File: config.mk
export PLATFORM = sky130hd
export DESIGN_NAME = rf_generator_fault_monitor
export DESIGN_NICKNAME = d
export VERILOG_FILES = /design/src/rtl/rfgfm_pkg.sv /design/src/rtl/rfgfm_prep.sv /design/src/rtl/rf_generator_fault_monitor.sv
export SDC_FILE = /design/constraint.sdc
export NUM_CORES = 1
export LEC_CHECK = 0
export BUFFER_PORTS_ARGS = -buffer_cell sky130_fd_sc_hd__buf_2
export CORE_MARGIN = 1
export CORE_UTILIZATION = 45
export DETAILED_ROUTE_END_ITERATION = 8
export PLACE_DENSITY_LB_ADDON = 0.15
export SETUP_SLACK_MARGIN = 0.5
export SYNTH_ARGS = -nofsm -noshare
export SYNTH_HDL_FRONTEND = slang
export SYNTH_SLANG_ARGS = --single-unit
File: constraint.sdc
create_clock -name aclk -period 12 [get_ports aclk]
set_clock_uncertainty 0.1 [all_clocks]
set_input_delay 1.2 -clock aclk [delete_from_list [all_inputs] [get_ports aclk]]
set_output_delay 1.2 -clock aclk [all_outputs]
set_load 0.005 [all_outputs]
File: src/rtl/rfgfm_pkg.sv
// shared widths, codes, stage record and helpers of the rf generator fault monitor
// no dependencies
package rfgfm_pkg;

    localparam int POWER_BITS = 16;
    localparam int PCT_W      = 7;
    localparam int LIM_W      = 8;
    localparam int CNT_W      = 8;
    localparam int ST_W       = 3;
    localparam int PH_W       = 2;
    localparam int CFG_IDX_W  = 2;
    localparam int CFG_DATA_W = 8;
    // setpoint times percent, also holds 100 times any power value
    localparam int PROD_W     = POWER_BITS + PCT_W;

    // stream widths: rf_on, setpoint, plasma_seen, load_power, reflect_power
    localparam int S_FIELDS_W = 3 * POWER_BITS + 2;
    localparam int S_TDATA_W  = ((S_FIELDS_W + 7) / 8) * 8;
    localparam int S_TUSER_W  = 2;
    localparam int M_FIELDS_W = ST_W + 3 * CNT_W;
    localparam int M_TDATA_W  = ((M_FIELDS_W + 7) / 8) * 8;

    localparam logic [PROD_W-1:0] PCT_DIV = PROD_W'(100);

    // register indexes
    localparam logic [CFG_IDX_W-1:0] REG_POWER_TOL   = 2'd0;
    localparam logic [CFG_IDX_W-1:0] REG_REFLECT_TOL = 2'd1;
    localparam logic [CFG_IDX_W-1:0] REG_PLASMA_LIM  = 2'd2;
    localparam logic [CFG_IDX_W-1:0] REG_POWER_LIM   = 2'd3;

    // phases
    localparam logic [PH_W-1:0] PH_IDLE = 2'd0;
    localparam logic [PH_W-1:0] PH_MON  = 2'd1;
    localparam logic [PH_W-1:0] PH_HALT = 2'd2;

    // status codes
    localparam logic [ST_W-1:0] ST_IDLE     = 3'd0;
    localparam logic [ST_W-1:0] ST_OK       = 3'd1;
    localparam logic [ST_W-1:0] ST_NOPLASMA = 3'd2;
    localparam logic [ST_W-1:0] ST_POWER    = 3'd3;
    localparam logic [ST_W-1:0] ST_REFLECT  = 3'd4;
    localparam logic [ST_W-1:0] ST_ABORT    = 3'd5;

    // one tick after the first stage: flags plus scaled values
    typedef struct packed {
        logic              start;
        logic              stop;
        logic              rf_active;
        logic              plasma;
        logic [PROD_W-1:0] prod_power;
        logic [PROD_W-1:0] prod_reflect;
        logic [PROD_W-1:0] diff_x100;
        logic [PROD_W-1:0] reflect_x100;
    } tick_t;

    // saturating counter step
    function automatic logic [CNT_W-1:0] sat_inc(input logic [CNT_W-1:0] c);
        logic [CNT_W-1:0] r;
        r = (c == {CNT_W{1'b1}}) ? c : c + CNT_W'(1);
        return r;
    endfunction

endpackage

File: src/rtl/rfgfm_prep.sv
// first stage: registers one tick with setpoint products and scaled measurements
// depends on rfgfm_pkg
module rfgfm_prep (
    input  logic                           aclk,
    input  logic                           load,
    input  logic                           start_cmd,
    input  logic                           stop_cmd,
    input  logic                           rf_on,
    input  logic [rfgfm_pkg::POWER_BITS-1:0] setpoint,
    input  logic                           plasma_seen,
    input  logic [rfgfm_pkg::POWER_BITS-1:0] load_power,
    input  logic [rfgfm_pkg::POWER_BITS-1:0] reflect_power,
    input  logic [rfgfm_pkg::PCT_W-1:0]      power_tol,
    input  logic [rfgfm_pkg::PCT_W-1:0]      reflect_tol,
    output rfgfm_pkg::tick_t                 tick
);
    import rfgfm_pkg::*;

    logic [POWER_BITS-1:0] diff;
    tick_t                 tick_next;
    tick_t                 tick_reg;

    // bands are compared as products, so band > x becomes prod >= 100 * (x + 1)
    always_comb begin
        diff = (load_power > setpoint) ? load_power - setpoint : setpoint - load_power;
        tick_next.start        = start_cmd;
        tick_next.stop         = stop_cmd;
        tick_next.rf_active    = rf_on && (setpoint != '0);
        tick_next.plasma       = plasma_seen;
        tick_next.prod_power   = PROD_W'(setpoint) * PROD_W'(power_tol);
        tick_next.prod_reflect = PROD_W'(setpoint) * PROD_W'(reflect_tol);
        tick_next.diff_x100    = PROD_W'(diff) * PCT_DIV;
        tick_next.reflect_x100 = PROD_W'(reflect_power) * PCT_DIV;
    end

    // payload register, no reset needed
    always_ff @(posedge aclk) begin
        if (load) begin
            tick_reg <= tick_next;
        end
    end

    assign tick = tick_reg;

endmodule

File: src/rtl/rf_generator_fault_monitor.sv
// top level of the rf generator fault monitor: stream ports, config registers, fault state
// depends on rfgfm_pkg and rfgfm_prep
//
// Takes one monitoring tick per clock cycle while the output is not stalled and returns one
// result per tick. The first stage registers the setpoint-times-percent products and the
// scaled power difference and reflected power; the second stage compares them and updates
// the fault counters, and its state registers are the result itself. A stalled result
// stalls the first stage only once that stage is also full, so the block still takes one
// request while a result waits. Bands are kept as the product of setpoint and percent, so
// a band of floor(setpoint * percent / 100) needs no divider.
module rf_generator_fault_monitor (
    input  logic                             aclk,
    input  logic                             aresetn,
    // input ticks
    input  logic                             s_axis_tvalid,
    output logic                             s_axis_tready,
    // rf_on [0], setpoint [16:1], plasma_seen [17], load_power [33:18],
    // reflect_power [49:34], zero fill above
    input  logic [rfgfm_pkg::S_TDATA_W-1:0]  s_axis_tdata,
    // start_cmd [0], stop_cmd [1]
    input  logic [rfgfm_pkg::S_TUSER_W-1:0]  s_axis_tuser,
    // results
    output logic                             m_axis_tvalid,
    input  logic                             m_axis_tready,
    // status [2:0], plasma_fault_count [10:3], power_fault_count [18:11],
    // reflect_fault_count [26:19], zero fill above
    output logic [rfgfm_pkg::M_TDATA_W-1:0]  m_axis_tdata,
    // configuration writes
    input  logic                             cfg_valid,
    output logic                             cfg_ready,
    input  logic [rfgfm_pkg::CFG_IDX_W-1:0]  cfg_index,
    input  logic [rfgfm_pkg::CFG_DATA_W-1:0] cfg_data
);
    import rfgfm_pkg::*;

    localparam int P = POWER_BITS;

    // configuration registers
    logic [PCT_W-1:0] power_tol_reg, reflect_tol_reg;
    logic [LIM_W-1:0] plasma_lim_reg, power_lim_reg;

    // pipeline control
    logic  s1_valid_reg, s1_valid_next;
    logic  m_valid_reg, m_valid_next;
    logic  out_free, take, move;
    tick_t tick;

    // monitor state, also the result payload
    logic [PH_W-1:0]   phase_reg, phase_next;
    logic [ST_W-1:0]   status_reg, status_next;
    logic [PROD_W-1:0] band_power_reg, band_power_next;
    logic [PROD_W-1:0] band_reflect_reg, band_reflect_next;
    logic [CNT_W-1:0]  plasma_cnt_reg, plasma_cnt_next;
    logic [CNT_W-1:0]  power_cnt_reg, power_cnt_next;
    logic [CNT_W-1:0]  reflect_cnt_reg, reflect_cnt_next;
    logic              halted;

    // handshake
    assign out_free      = !m_valid_reg || m_axis_tready;
    assign s_axis_tready = !s1_valid_reg || out_free;
    assign take          = s_axis_tvalid && s_axis_tready;
    assign move          = s1_valid_reg && out_free;
    assign cfg_ready     = 1'b1;

    assign s1_valid_next = take ? 1'b1 : (move ? 1'b0 : s1_valid_reg);
    assign m_valid_next  = move ? 1'b1 : (m_axis_tready ? 1'b0 : m_valid_reg);

    rfgfm_prep u_prep (
        .aclk          (aclk),
        .load          (take),
        .start_cmd     (s_axis_tuser[0]),
        .stop_cmd      (s_axis_tuser[1]),
        .rf_on         (s_axis_tdata[0]),
        .setpoint      (s_axis_tdata[P:1]),
        .plasma_seen   (s_axis_tdata[P+1]),
        .load_power    (s_axis_tdata[2*P+1:P+2]),
        .reflect_power (s_axis_tdata[3*P+1:2*P+2]),
        .power_tol     (power_tol_reg),
        .reflect_tol   (reflect_tol_reg),
        .tick          (tick)
    );

    // tick evaluation: start, then checks in order, then stop
    always_comb begin
        phase_next        = phase_reg;
        status_next       = status_reg;
        band_power_next   = band_power_reg;
        band_reflect_next = band_reflect_reg;
        plasma_cnt_next   = plasma_cnt_reg;
        power_cnt_next    = power_cnt_reg;
        reflect_cnt_next  = reflect_cnt_reg;
        halted            = 1'b0;

        if (tick.start) begin
            band_power_next   = tick.prod_power;
            band_reflect_next = tick.prod_reflect;
            plasma_cnt_next   = '0;
            power_cnt_next    = '0;
            reflect_cnt_next  = '0;
            phase_next        = PH_MON;
            status_next       = ST_OK;
        end

        if (phase_next == PH_MON) begin
            if (!tick.rf_active) begin
                plasma_cnt_next = '0;
                power_cnt_next  = '0;
            end else begin
                // missing plasma
                if (!tick.plasma) begin
                    plasma_cnt_next = sat_inc(plasma_cnt_next);
                    if (plasma_cnt_next > plasma_lim_reg) begin
                        halted      = 1'b1;
                        status_next = ST_NOPLASMA;
                    end
                end else begin
                    plasma_cnt_next = '0;
                end
                // load power out of band, skipped for an empty band
                if (!halted && band_power_next >= PCT_DIV) begin
                    if (band_power_next < tick.diff_x100) begin
                        power_cnt_next = sat_inc(power_cnt_next);
                        if (power_cnt_next > power_lim_reg) begin
                            halted      = 1'b1;
                            status_next = ST_POWER;
                        end
                    end else begin
                        power_cnt_next = '0;
                    end
                end
                // reflected power high, enable read live
                if (!halted && reflect_tol_reg != '0) begin
                    if (band_reflect_next < tick.reflect_x100) begin
                        reflect_cnt_next = sat_inc(reflect_cnt_next);
                        if (reflect_cnt_next > power_lim_reg) begin
                            halted      = 1'b1;
                            status_next = ST_REFLECT;
                        end
                    end else begin
                        reflect_cnt_next = '0;
                    end
                end
            end
            // abort unless an alarm already fired
            if (!halted && tick.stop) begin
                halted      = 1'b1;
                status_next = ST_ABORT;
            end
            if (halted) begin
                phase_next = PH_HALT;
            end
        end
    end

    // control and state registers
    always_ff @(posedge aclk) begin
        if (!aresetn) begin
            s1_valid_reg     <= 1'b0;
            m_valid_reg      <= 1'b0;
            phase_reg        <= PH_IDLE;
            status_reg       <= ST_IDLE;
            band_power_reg   <= '0;
            band_reflect_reg <= '0;
            plasma_cnt_reg   <= '0;
            power_cnt_reg    <= '0;
            reflect_cnt_reg  <= '0;
        end else begin
            s1_valid_reg <= s1_valid_next;
            m_valid_reg  <= m_valid_next;
            if (move) begin
                phase_reg        <= phase_next;
                status_reg       <= status_next;
                band_power_reg   <= band_power_next;
                band_reflect_reg <= band_reflect_next;
                plasma_cnt_reg   <= plasma_cnt_next;
                power_cnt_reg    <= power_cnt_next;
                reflect_cnt_reg  <= reflect_cnt_next;
            end
        end
    end

    // configuration write port
    always_ff @(posedge aclk) begin
        if (!aresetn) begin
            power_tol_reg   <= PCT_W'(10);
            reflect_tol_reg <= PCT_W'(10);
            plasma_lim_reg  <= LIM_W'(3);
            power_lim_reg   <= LIM_W'(3);
        end else if (cfg_valid) begin
            case (cfg_index)
                REG_POWER_TOL:   power_tol_reg   <= cfg_data[PCT_W-1:0];
                REG_REFLECT_TOL: reflect_tol_reg <= cfg_data[PCT_W-1:0];
                REG_PLASMA_LIM:  plasma_lim_reg  <= cfg_data[LIM_W-1:0];
                REG_POWER_LIM:   power_lim_reg   <= cfg_data[LIM_W-1:0];
                default: begin
                end
            endcase
        end
    end

    // result
    assign m_axis_tvalid = m_valid_reg;
    assign m_axis_tdata  = M_TDATA_W'({reflect_cnt_reg, power_cnt_reg, plasma_cnt_reg,
                                       status_reg});

endmodule

==> results of run 1 <==
-- report_power, final --
group          internal [mW]  total [mW]  leakage, nW  switching, mW
Clock                  0.284       0.566        0.292          0.282
Combinational          0.794        1.79         8.92          0.997
Sequential             0.884       0.939         1.70         0.0549
Total                   1.96        3.30         10.9           1.33
-- stage by stage --
step	instance area, sq um	worst slack [ps]	power, mW
2_1_floorplan	21000	5260	2.36
3_5_place_dp	22000	4350	2.74
5_1_grt	22600	4380	3.63
6_report	22600	4810	3.30
4_1_cts	22500	4840	3.33
3_3_place_gp	22000	4370	2.72
-- final timing paths --
path	start	endpoint	slack (ps)	cells after the start
worst min register to register	band_reflect_reg[19]$_SDFFE_PN0P_	band_reflect_reg[19]$_SDFFE_PN0P_	370	2
worst max register to register	reflect_tol_reg[6]$_SDFFE_PN0P_	u_prep.tick[67]$_DFFE_PP_	5970	17
worst max-delay path	s_axis_tdata[7]	u_prep.tick[45]$_DFFE_PP_	4810	25
worst min-delay path	band_reflect_reg[19]$_SDFFE_PN0P_	band_reflect_reg[19]$_SDFFE_PN0P_	370	2
-- tightest hold or removal path, stage by stage, from the launching register on --
cell and delay [ps]:
dfxtp_1 310, nand2_1 40, a21boi_0 60
-- kinds of logic (layout without fill, tap and decap cells) --
kind of cell               after synthesis  in the layout  synth area share
DFF                                    191            191             0.224
buffers and inverters                  462            510            0.0847
muxes                                   69             69            0.0358
other                                    2              7          0.000357
adders and majority gates              447            447             0.324
AOI/OAI and AO/OA                      394            394             0.127
xor gates and xnor gates               101            101            0.0421
and+or+nand+nor                        695            695             0.163
-- placed cells by master, fill, tap and decap left out, types with 10 or more instances in the layout --
cell,Yosys,routed
o21a_1,15,15
edfxtp_1,88,88
and2_1,131,130
a21o_1,35,35
mux2i_1,20,20
xor2_1,28,28
o21bai_1,21,21
dfxtp_1,103,103
nor2_1,75,75
o211ai_1,10,10
xnor2_1,73,73
and3_1,20,20
nand3_1,31,31
nand4_1,22,22
inv_1,371,371
mux2_2,48,48
ha_1,286,286
o21ai_0,56,56
buf_4,8,10
buf_2,11,95
nor3_1,23,22
fa_1,161,161
a21oi_1,106,106
a211oi_1,12,12
nor4_1,13,13
nand2b_1,17,17
nand2_1,280,280
nor2b_1,53,52
a21boi_0,59,59
clkbuf_16,0,17
a31oi_1,10,10
-- routing by layer --
| layer | global-route usage | vias up | part of all wire |
|---|---|---|---|
| met5 | 0 | - | 0 |
| met4 | 0.0552 | 0 | 0.018 |
| met3 | 0.0241 | 46 | 0.027 |
| met2 | 0.341 | 260 | 0.46 |
| met1 | 0.292 | 7795 | 0.49 |
| li1 | - | 7881 | - |
-- final cells by class --
type	count	area, sq um	share of cell area
Sequential cell	191	4700	0.209
Clock inverter	14	149	0.00660
Clock buffer	18	439	0.0195
Timing Repair Buffer	105	551	0.0244
Inverter	373	1400	0.0621
Antenna cell	1	2.50	0.000111
Multi-Input combinational cell	1712	14600	0.645
Tap cell	600	751	0.0333
==> impl_table.tex, run 1 <==
\begin{tabular}{lr}
\hline
Metric & Value \\
\hline
\multicolumn{2}{l}{\textbf{Route}} \\
\quad Final wirelength & 47.7 mm \\
\quad Starting DRT DRC Count & 757 \\
\quad Vias per Instance & 5.30 \\
\quad Remaining antenna violation count & 0 \\
\quad Total number of vias & 16,000 \\
\quad Routed len/inst & 15.8 microns \\
\quad Count of TritonRoute iterations in the first routing pass & 4 \\
\quad DRC & 0 \\
\multicolumn{2}{l}{\textbf{Floorplan}} \\
\quad Die H & 218 microns \\
\quad Initial Util & 0.460 \\
\quad Number of top-level pins & 108 \\
\quad Die outline width & 218 microns \\
\quad Row count & 78 \\
\quad Die Outline Area & 47,600 sq um \\
\quad CORE AREA & 45,700 sq um \\
\multicolumn{2}{l}{\textbf{Global route}} \\
\quad Remaining global-route overflow & 0 \\
\quad Global-route wire length before repair & 80.5 mm \\
\quad Number of global-route vias before repair & 15,900 \\
\quad Number of antenna violations at the first check in global routing & 0 \\
\quad Total routing usage reported by global routing & 0.209 \\
\quad Largest net degree at the start of global routing & 103 \\
\multicolumn{2}{l}{\textbf{Timing}} \\
\quad Total count of hold-check failures in the final report & 0 \\
\quad Achievable frequency & 0.139 GHz \\
\quad Setup TNS & 0 ps \\
\quad Minimum period implied by the final worst setup slack & 7190 ps \\
\quad RSZ-0062 raised after global routing & false \\
\quad Least-Margin Pin Slew & 1220 ps \\
\quad Post-route fraction of the period consumed by the critical path & 0.599 \\
\quad Tightest hold margin & 367 ps \\
\quad Pins over their slew limit & 0 \\
\quad Worst slew slack as a fraction of its limit & 0.186 \\
\quad Final setup violating endpoints & 0 \\
\multicolumn{2}{l}{\textbf{Synth}} \\
\quad Cell Area, Synth & 21,000 sq um \\
\quad Commonest cells post-synth & inv\_1, ha\_1, nand2\_1, fa\_1, and2\_1 \\
\quad Instance count of the mapped netlist & 2,361 \\
\quad Seq/Total Area, Yosys & 0.224 \\
\quad EDFF count, synth & 88 \\
\quad Area fraction of the dominant cell type after synthesis & 0.170 \\
\quad Avg Inst Size Synth & 8.90 sq um \\
\quad Most frequent cell after synthesis & inv\_1 \\
\quad Number of distinct standard cells referenced by the synthesized netlist & 77 \\
\quad Most area-hungry cell type in the Yosys netlist & ha\_1 \\
\quad Top cells by area, synth & ha\_1, fa\_1, edfxtp\_1, dfxtp\_1, inv\_1 \\
\quad Top FF cell, synth & dfxtp\_1 \\
\quad Proportion of synthesized flip-flops having asynchronous set or reset & 0 \\
\quad Ys Warns & 0 \\
\quad Synthesized flop and latch total & 191 \\
\multicolumn{2}{l}{\textbf{Place}} \\
\quad RePlAce Congestion & 0.847 \\
\quad Placed wire-length estimate & 37.0 mm \\
\quad Dpl cells & 2,981 \\
\quad PortBufs & 95 \\
\multicolumn{2}{l}{\textbf{CTS}} \\
\quad Post-CTS Resized & 0 \\
\quad H-tree depth reported by CTS & 4 \\
\quad Clk root buf & clkbuf\_16 \\
\quad Setup bufs post-CTS & 0 \\
\quad Total CTS buffers & 17 \\
\quad Largest buffer count on any clock path & 2 \\
\quad Source-to-sink clock delay at the later pin of the worst-skew pair & 450 ps \\
\quad Number of hold-repair buffers added at the cts stage & 0 \\
\quad TritonCTS clock tree & done \\
\quad Clk sink count & 191 \\
\quad Clock slew at the register clock pins of the worst setup and hold paths & 70 ps \\
\multicolumn{2}{l}{\textbf{Layout}} \\
\quad Share of post-route cells with drive strength above 1 & 0.0866 \\
\quad Synth-to-Final Area Change & 7.34\% \\
\quad Non-filler instance count after layout & 3,014 \\
\quad Net count of the finished layout & 2,920 \\
\quad Fill count & 4,391 \\
\quad Final standard cell utilization of the core & 0.494 \\
\quad Max reg flops & 88 \\
\multicolumn{2}{l}{\textbf{Setup path}} \\
\quad Kind of cell with the highest combined delay on the critical path & compound AO/OA/AOI/OAI gates \\
\quad Highest fanout seen on the critical path & 25 \\
\quad Critical path's largest stage delay & 680 ps \\
\quad Data arrival time at the worst-slack endpoint & 7280 ps \\
\quad Buffer and inverter count on the worst path & 5 \\
\quad Worst EP required & 12,100 ps \\
\quad Startpoint-to-endpoint class of the critical path & in2reg \\
\quad Type of element capturing the critical path & flop \\
\quad Critical path's slowest cell & a21boi\_4 \\
\quad Cell mode on critical path & ha\_1 \\
\quad Critical Path Start Type & input pin \\
\multicolumn{2}{l}{\textbf{Outcome}} \\
\quad Status & finished clean \\
\multicolumn{2}{l}{\textbf{Power and ir drop}} \\
\quad Power Density & 146 nW/um\^{}2 \\
\quad Leakage dissipation & 10.9 nW \\
\quad Maximum resistive drop on vdd & 139 uV \\
\multicolumn{2}{l}{\textbf{Worst hold path}} \\
\quad HP Class & reg2reg \\
\multicolumn{2}{l}{\textbf{Job}} \\
\quad Number of violations of the max-capacitance limit & 0 \\
\hline
\end{tabular}
(Power assumes the default switching activity.)
==> run 2, diff against run 1 <==
Clock period 12 ns to 5.83 ns, I/O delays scaled along.
==> impl_table.tex, run 2 (synthesis results as in run 1) <==
\begin{tabular}{lr}
\hline
Metric & Value \\
\hline
\multicolumn{2}{l}{\textbf{Setup path}} \\
\quad Startpoint-to-endpoint class of the critical path & in2reg \\
\quad Critical register-to-register path endpoint & u\_prep.tick[67]\$\_DFFE\_PP\_ \\
\quad Data arrival time at the worst-slack endpoint & 5460 ps \\
\quad Type of element capturing the critical path & flop \\
\quad Critical Path Start Type & input pin \\
\quad Buffer and inverter count on the worst path & 5 \\
\quad Startpoint of the worst register-to-register path & reflect\_tol\_reg[1]\$\_SDFFE\_PN1P\_ \\
\quad Highest fanout seen on the critical path & 4 \\
\quad Critical path's largest stage delay & 530 ps \\
\quad Worst setup slack for register-to-register paths & 750 ps \\
\quad Kind of cell with the highest combined delay on the critical path & compound AO/OA/AOI/OAI gates \\
\quad Worst EP required & 5940 ps \\
\quad Number of cells on the worst reg-to-reg path & 20 \\
\quad Critical path's slowest cell & fa\_1 \\
\multicolumn{2}{l}{\textbf{Power and ir drop}} \\
\quad Maximum resistive drop on vdd & 343 uV \\
\quad Power Density & 323 nW/um\^{}2 \\
\quad Leakage dissipation & 11.6 nW \\
\multicolumn{2}{l}{\textbf{Global route}} \\
\quad Total routing usage reported by global routing & 0.216 \\
\quad Number of global-route vias before repair & 16,800 \\
\quad Remaining global-route overflow & 0 \\
\quad Largest net degree at the start of global routing & 77 \\
\quad Number of antenna violations at the first check in global routing & 1 \\
\quad Global-route wire length before repair & 82.6 mm \\
\multicolumn{2}{l}{\textbf{Timing}} \\
\quad Pins over their slew limit & 0 \\
\quad Tightest hold margin & 197 ps \\
\quad Worst slew slack as a fraction of its limit & 0.500 \\
\quad Total count of hold-check failures in the final report & 0 \\
\quad Minimum period implied by the final worst setup slack & 5350 ps \\
\quad Minimum setup slack in the final design & 481 ps \\
\quad Least-Margin Pin Slew & 740 ps \\
\quad Achievable frequency & 0.187 GHz \\
\quad Setup TNS & 0 ps \\
\quad Final setup violating endpoints & 0 \\
\quad RSZ-0062 raised after global routing & true \\
\quad Post-route fraction of the period consumed by the critical path & 0.917 \\
\multicolumn{2}{l}{\textbf{Route}} \\
\quad Starting DRT DRC Count & 819 \\
\quad Count of TritonRoute iterations in the first routing pass & 8 \\
\quad DRC & 0 \\
\quad Final wirelength & 49.3 mm \\
\quad Remaining antenna violation count & 0 \\
\quad Vias per Instance & 5.25 \\
\quad Routed len/inst & 15.7 microns \\
\quad Total number of vias & 16,400 \\
\multicolumn{2}{l}{\textbf{Outcome}} \\
\quad Status & finished clean \\
\multicolumn{2}{l}{\textbf{Layout}} \\
\quad Share of post-route cells with drive strength above 1 & 0.159 \\
\quad Synth-to-Final Area Change & 14.2\% \\
\quad Final instance area & 24,000 sq um \\
\quad Antenna Cells & 0 \\
\quad Net count of the finished layout & 3,042 \\
\quad Leading cell type in the layout, fill and taps excluded & inv\_1 \\
\quad Final standard cell utilization of the core & 0.525 \\
\quad Top library cells by usage in the layout, fill and taps aside & inv\_1, nand2\_1, ha\_1 \\
\quad Max reg flops & 88 \\
\multicolumn{2}{l}{\textbf{CTS}} \\
\quad Number of hold-repair buffers added at the cts stage & 0 \\
\quad Clk sink count & 191 \\
\quad Largest buffer count on any clock path & 2 \\
\quad Clk root buf & clkbuf\_16 \\
\quad Total CTS buffers & 17 \\
\quad Source-to-sink clock delay at the later pin of the worst-skew pair & 460 ps \\
\quad H-tree depth reported by CTS & 4 \\
\quad Clock slew at the register clock pins of the worst setup and hold paths & 70 ps \\
\quad TritonCTS clock tree & done \\
\multicolumn{2}{l}{\textbf{Floorplan}} \\
\quad Number of top-level pins & 108 \\
\quad Die Outline Area & 47,600 sq um \\
\quad Initial Util & 0.460 \\
\quad CORE AREA & 45,700 sq um \\
\quad Die H & 218 microns \\
\quad Die outline width & 218 microns \\
\quad Row count & 78 \\
\multicolumn{2}{l}{\textbf{Worst hold path}} \\
\quad Startpoint of the tightest hold check path & s\_axis\_tuser[0] \\
\quad Endpoint, Worst Hold & u\_prep.tick[95]\$\_DFFE\_PP\_ \\
\quad Worst Hold Path Cells & 1 \\
\quad HP Class & in2reg \\
\multicolumn{2}{l}{\textbf{Place}} \\
\quad PortBufs & 95 \\
\quad Total placed instance area & 22,900 sq um \\
\quad RePlAce Congestion & 0.875 \\
\quad Placed wire-length estimate & 39.3 mm \\
\quad Worst slack at placement & -250 ps \\
\multicolumn{2}{l}{\textbf{Job}} \\
\quad Number of violations of the max-capacitance limit & 0 \\
\hline
\end{tabular}
==> run 2: cell types whose count changed in the layout (fill, tap and decap cells not counted), sizes merged, moves of 2 or more <==
cell      change
bufinv        +2
inv           -6
clkbuf        +6
clkinv        -2
clkinvlp      +3
buf         +119
==> run 2: what timing repair did <==
item	in CTS	in global routing
buffers inserted	6	8
gates cloned	0	0
resized for setup	22	65
pin swaps	10	29
endpoints found under the setup margin	7	16
==> run 2: layout make-up <==
class	count	area, sq um
clock buffers	21	492
clock inverters	11	128
fillers	4262	21700
inverters	373	1410
multi-input cells	1712	14900
flip-flops and latches	191	4730
well taps	600	751
repair buffers	227	1560
==> run 2: power by group <==
group	internal (mW)	leakage, nW	switching [mW]	total [mW]
clock network	0.694	0.297	0.531	1.22
logic	2.26	9.58	2.35	4.61
registers	1.82	1.71	0.0964	1.91
total	4.77	11.6	2.98	7.75
==> run 2: layer usage <==
| layer | track usage | vias up | wire, microns |
|---|---|---|---|
| met5 | 0 | - | 0 |
| met4 | 0.0578 | 0 | 834 |
| met3 | 0.0326 | 52 | 1960 |
| met2 | 0.362 | 281 | 23300 |
| met1 | 0.288 | 7995 | 23200 |
| li1 | - | 8117 | - |
==> run 2: stage by stage <==
stage / power (mW) / cells
after floorplan: 4.96 / 2365
after global placement: 6.18 / 3089
after detailed placement: 6.25 / 3089
after CTS: 7.60 / 3127
after global routing: 8.51 / 3135
final: 7.75 / 3135
==> run 2: worst max-delay path by stage <==
stage	from	endpoint	slack, ps	depth (start not counted)
6_report	s_axis_tdata[18]	u_prep.tick[45]$_DFFE_PP_	480	26
5_1_grt	s_axis_tdata[18]	u_prep.tick[42]$_DFFE_PP_	310	28
4_1_cts	reflect_tol_reg[2]$_SDFFE_PN0P_	u_prep.tick[67]$_DFFE_PP_	510	20
3_5_place_dp	s_axis_tdata[18]	u_prep.tick[45]$_DFFE_PP_	-250	26
3_3_place_gp	s_axis_tdata[18]	u_prep.tick[45]$_DFFE_PP_	-130	26
2_1_floorplan	s_axis_tdata[14]	u_prep.tick[45]$_DFFE_PP_	90	26
==> run 3, diff against run 2 <==
Settings changed: CORE_UTILIZATION 45 to 55.
==> impl_table.tex, run 3 (synthesis results as in run 1) <==
\begin{tabular}{lr}
\hline
Metric & Value \\
\hline
\multicolumn{2}{l}{\textbf{Power and ir drop}} \\
\quad Sequential share of power & 0.250 \\
\quad Power Density & 326 nW/um\^{}2 \\
\quad Cell-internal power & 4.69 mW \\
\quad Leakage dissipation & 11.5 nW \\
\quad Clock network fraction of total power & 0.156 \\
\quad Switching part of the total & 0.391 \\
\quad NetSw & 3.00 mW \\
\quad Maximum resistive drop on vdd & 331 uV \\
\quad Comb pwr share & 0.594 \\
\multicolumn{2}{l}{\textbf{Place}} \\
\quad RePlAce Congestion & 0.917 \\
\quad Worst slack at placement & -223 ps \\
\quad Placed wire-length estimate & 37.6 mm \\
\quad Dpl cells & 2,978 \\
\quad PortBufs & 95 \\
\multicolumn{2}{l}{\textbf{Route}} \\
\quad Final wirelength & 47.8 mm \\
\quad Total number of vias & 16,500 \\
\quad Count of TritonRoute iterations in the first routing pass & 6 \\
\quad DRC & 0 \\
\quad Top Layer Used & met4 \\
\quad Sum of met2 wire segment lengths after detailed routing & 23.0 mm \\
\quad DRT met1 WL & 21.9 mm \\
\quad Total length of routed met3 wires & 2.00 mm \\
\quad Starting DRT DRC Count & 783 \\
\quad Routed len/inst & 15.8 microns \\
\quad Vias per Instance & 5.45 \\
\quad Remaining antenna violation count & 0 \\
\multicolumn{2}{l}{\textbf{Setup path}} \\
\quad Type of element capturing the critical path & flop \\
\quad Data arrival time at the worst-slack endpoint & 5480 ps \\
\quad Critical path's largest stage delay & 540 ps \\
\quad Critical path's slowest cell & fa\_1 \\
\quad Startpoint-to-endpoint class of the critical path & in2reg \\
\quad Worst EP required & 5930 ps \\
\quad Highest fanout seen on the critical path & 5 \\
\quad Critical Path Start Type & input pin \\
\multicolumn{2}{l}{\textbf{Timing}} \\
\quad Achievable frequency & 0.186 GHz \\
\quad Total count of hold-check failures in the final report & 0 \\
\quad Post-route fraction of the period consumed by the critical path & 0.922 \\
\quad RSZ-0062 raised after global routing & true \\
\quad Final setup violating endpoints & 0 \\
\quad Worst slew slack as a fraction of its limit & 0.500 \\
\quad Minimum period implied by the final worst setup slack & 5380 ps \\
\quad Setup TNS & 0 ps \\
\quad Pins over their slew limit & 0 \\
\quad Minimum setup slack in the final design & 452 ps \\
\quad Least-Margin Pin Slew & 750 ps \\
\multicolumn{2}{l}{\textbf{Floorplan}} \\
\quad Die outline width & 197 microns \\
\quad Die Outline Area & 39,000 sq um \\
\quad Initial Util & 0.558 \\
\quad CORE AREA & 37,700 sq um \\
\quad Number of top-level pins & 108 \\
\quad Row count & 71 \\
\quad Die H & 197 microns \\
\multicolumn{2}{l}{\textbf{Global route}} \\
\quad Number of global-route vias before repair & 16,700 \\
\quad Global-route wire length before repair & 79.7 mm \\
\quad Largest net degree at the start of global routing & 82 \\
\quad Number of antenna violations at the first check in global routing & 0 \\
\quad Remaining global-route overflow & 0 \\
\quad Total routing usage reported by global routing & 0.253 \\
\multicolumn{2}{l}{\textbf{Layout}} \\
\quad Synth-to-Final Area Change & 12.3\% \\
\quad Fill count & 3,251 \\
\quad Non-filler instance count after layout & 3,022 \\
\quad Net count of the finished layout & 3,018 \\
\quad Area of the multi-input gates & 14,800 sq um \\
\quad Max reg flops & 88 \\
\quad Top library cells by usage in the layout, fill and taps aside & inv\_1, nand2\_1, ha\_1 \\
\quad Antenna Cells & 0 \\
\quad Sequential standard cell area & 4740 sq um \\
\quad Leading cell type in the layout, fill and taps excluded & inv\_1 \\
\quad Share of post-route cells with drive strength above 1 & 0.142 \\
\multicolumn{2}{l}{\textbf{CTS}} \\
\quad Clk sink count & 191 \\
\quad Source-to-sink clock delay at the later pin of the worst-skew pair & 440 ps \\
\quad Total CTS buffers & 17 \\
\quad Clock slew at the register clock pins of the worst setup and hold paths & 70 ps \\
\quad Clk root buf & clkbuf\_16 \\
\quad Largest buffer count on any clock path & 2 \\
\quad TritonCTS clock tree & done \\
\quad H-tree depth reported by CTS & 4 \\
\quad Number of hold-repair buffers added at the cts stage & 0 \\
\multicolumn{2}{l}{\textbf{Outcome}} \\
\quad Status & finished clean \\
\multicolumn{2}{l}{\textbf{Job}} \\
\quad Number of violations of the max-capacitance limit & 0 \\
\multicolumn{2}{l}{\textbf{Worst hold path}} \\
\quad HP Class & in2reg \\
\hline
\end{tabular}
[run 3: what timing repair did]
action                     4_1_cts  5_1_grt
pin swaps                       22       23
gates cloned                     0        0
gates resized for setup         27       34
setup endpoints to repair        8       17
buffers inserted                 5        7
[run 3: final cells by class]
cell class	instances	area share
clock buffer	17	0.0180
clock inverter	15	0.00763
inverter	373	0.0595
multi-input combinational	1712	0.628
sequential	191	0.201
tap	511	0.0271
timing repair buffer	203	0.0587
[run 3: through the flow]
| stage | utilization | hold slack, ps | area, sq um | power, mW |
|---|---|---|---|---|
| finish | 0.627 | 218 | 23600 | 7.69 |
| global route | 0.627 | 203 | 23600 | 8.41 |
| CTS | 0.621 | 204 | 23400 | 7.60 |
| detailed placement | 0.602 | 359 | 22700 | 6.22 |
| global placement | 0.602 | 349 | 22700 | 6.09 |
| floorplan | - | 338 | 21200 | 4.96 |
[run 3: power by group through the flow]
| stage | sequential (mW) | combinational [mW] | clock [mW] |
|---|---|---|---|
| 2_1_floorplan | 1.90 | 3.06 | 0 |
| 3_3_place_gp | 1.95 | 4.15 | 0 |
| 3_5_place_dp | 1.95 | 4.27 | 0 |
| 4_1_cts | 1.93 | 4.45 | 1.22 |
| 5_1_grt | 1.95 | 5.19 | 1.28 |
| 6_report | 1.92 | 4.57 | 1.20 |
[run 3: path summary, 6_finish.rpt]
path	cells after the start	start	slack (ps)	endpoint
min	1	s_axis_tdata[17]	220	u_prep.tick[92]$_DFFE_PP_
max	27	s_axis_tdata[18]	450	u_prep.tick[42]$_DFFE_PP_
max reg2reg	18	reflect_tol_reg[1]$_SDFFE_PN1P_	710	u_prep.tick[68]$_DFFE_PP_
min reg2reg	2	band_reflect_reg[9]$_SDFFE_PN0P_	370	band_reflect_reg[9]$_SDFFE_PN0P_
[run 3: critical path: cells and delay by family]
family	cells	cell delay, ps
multiplexers	1	120
buffers and inverters	6	360
adder cells (fa/ha/maj)	6	1790
XOR/XNOR	2	300
AO/OA/AOI/OAI	8	1670
AND/OR/NAND/NOR	4	660
[run 3: layer usage]
metal	vias to the layer above	global-route usage
met5	-	0
met4	0	0.0703
met3	57	0.0304
met2	376	0.439
met1	7955	0.330
li1	8075	-
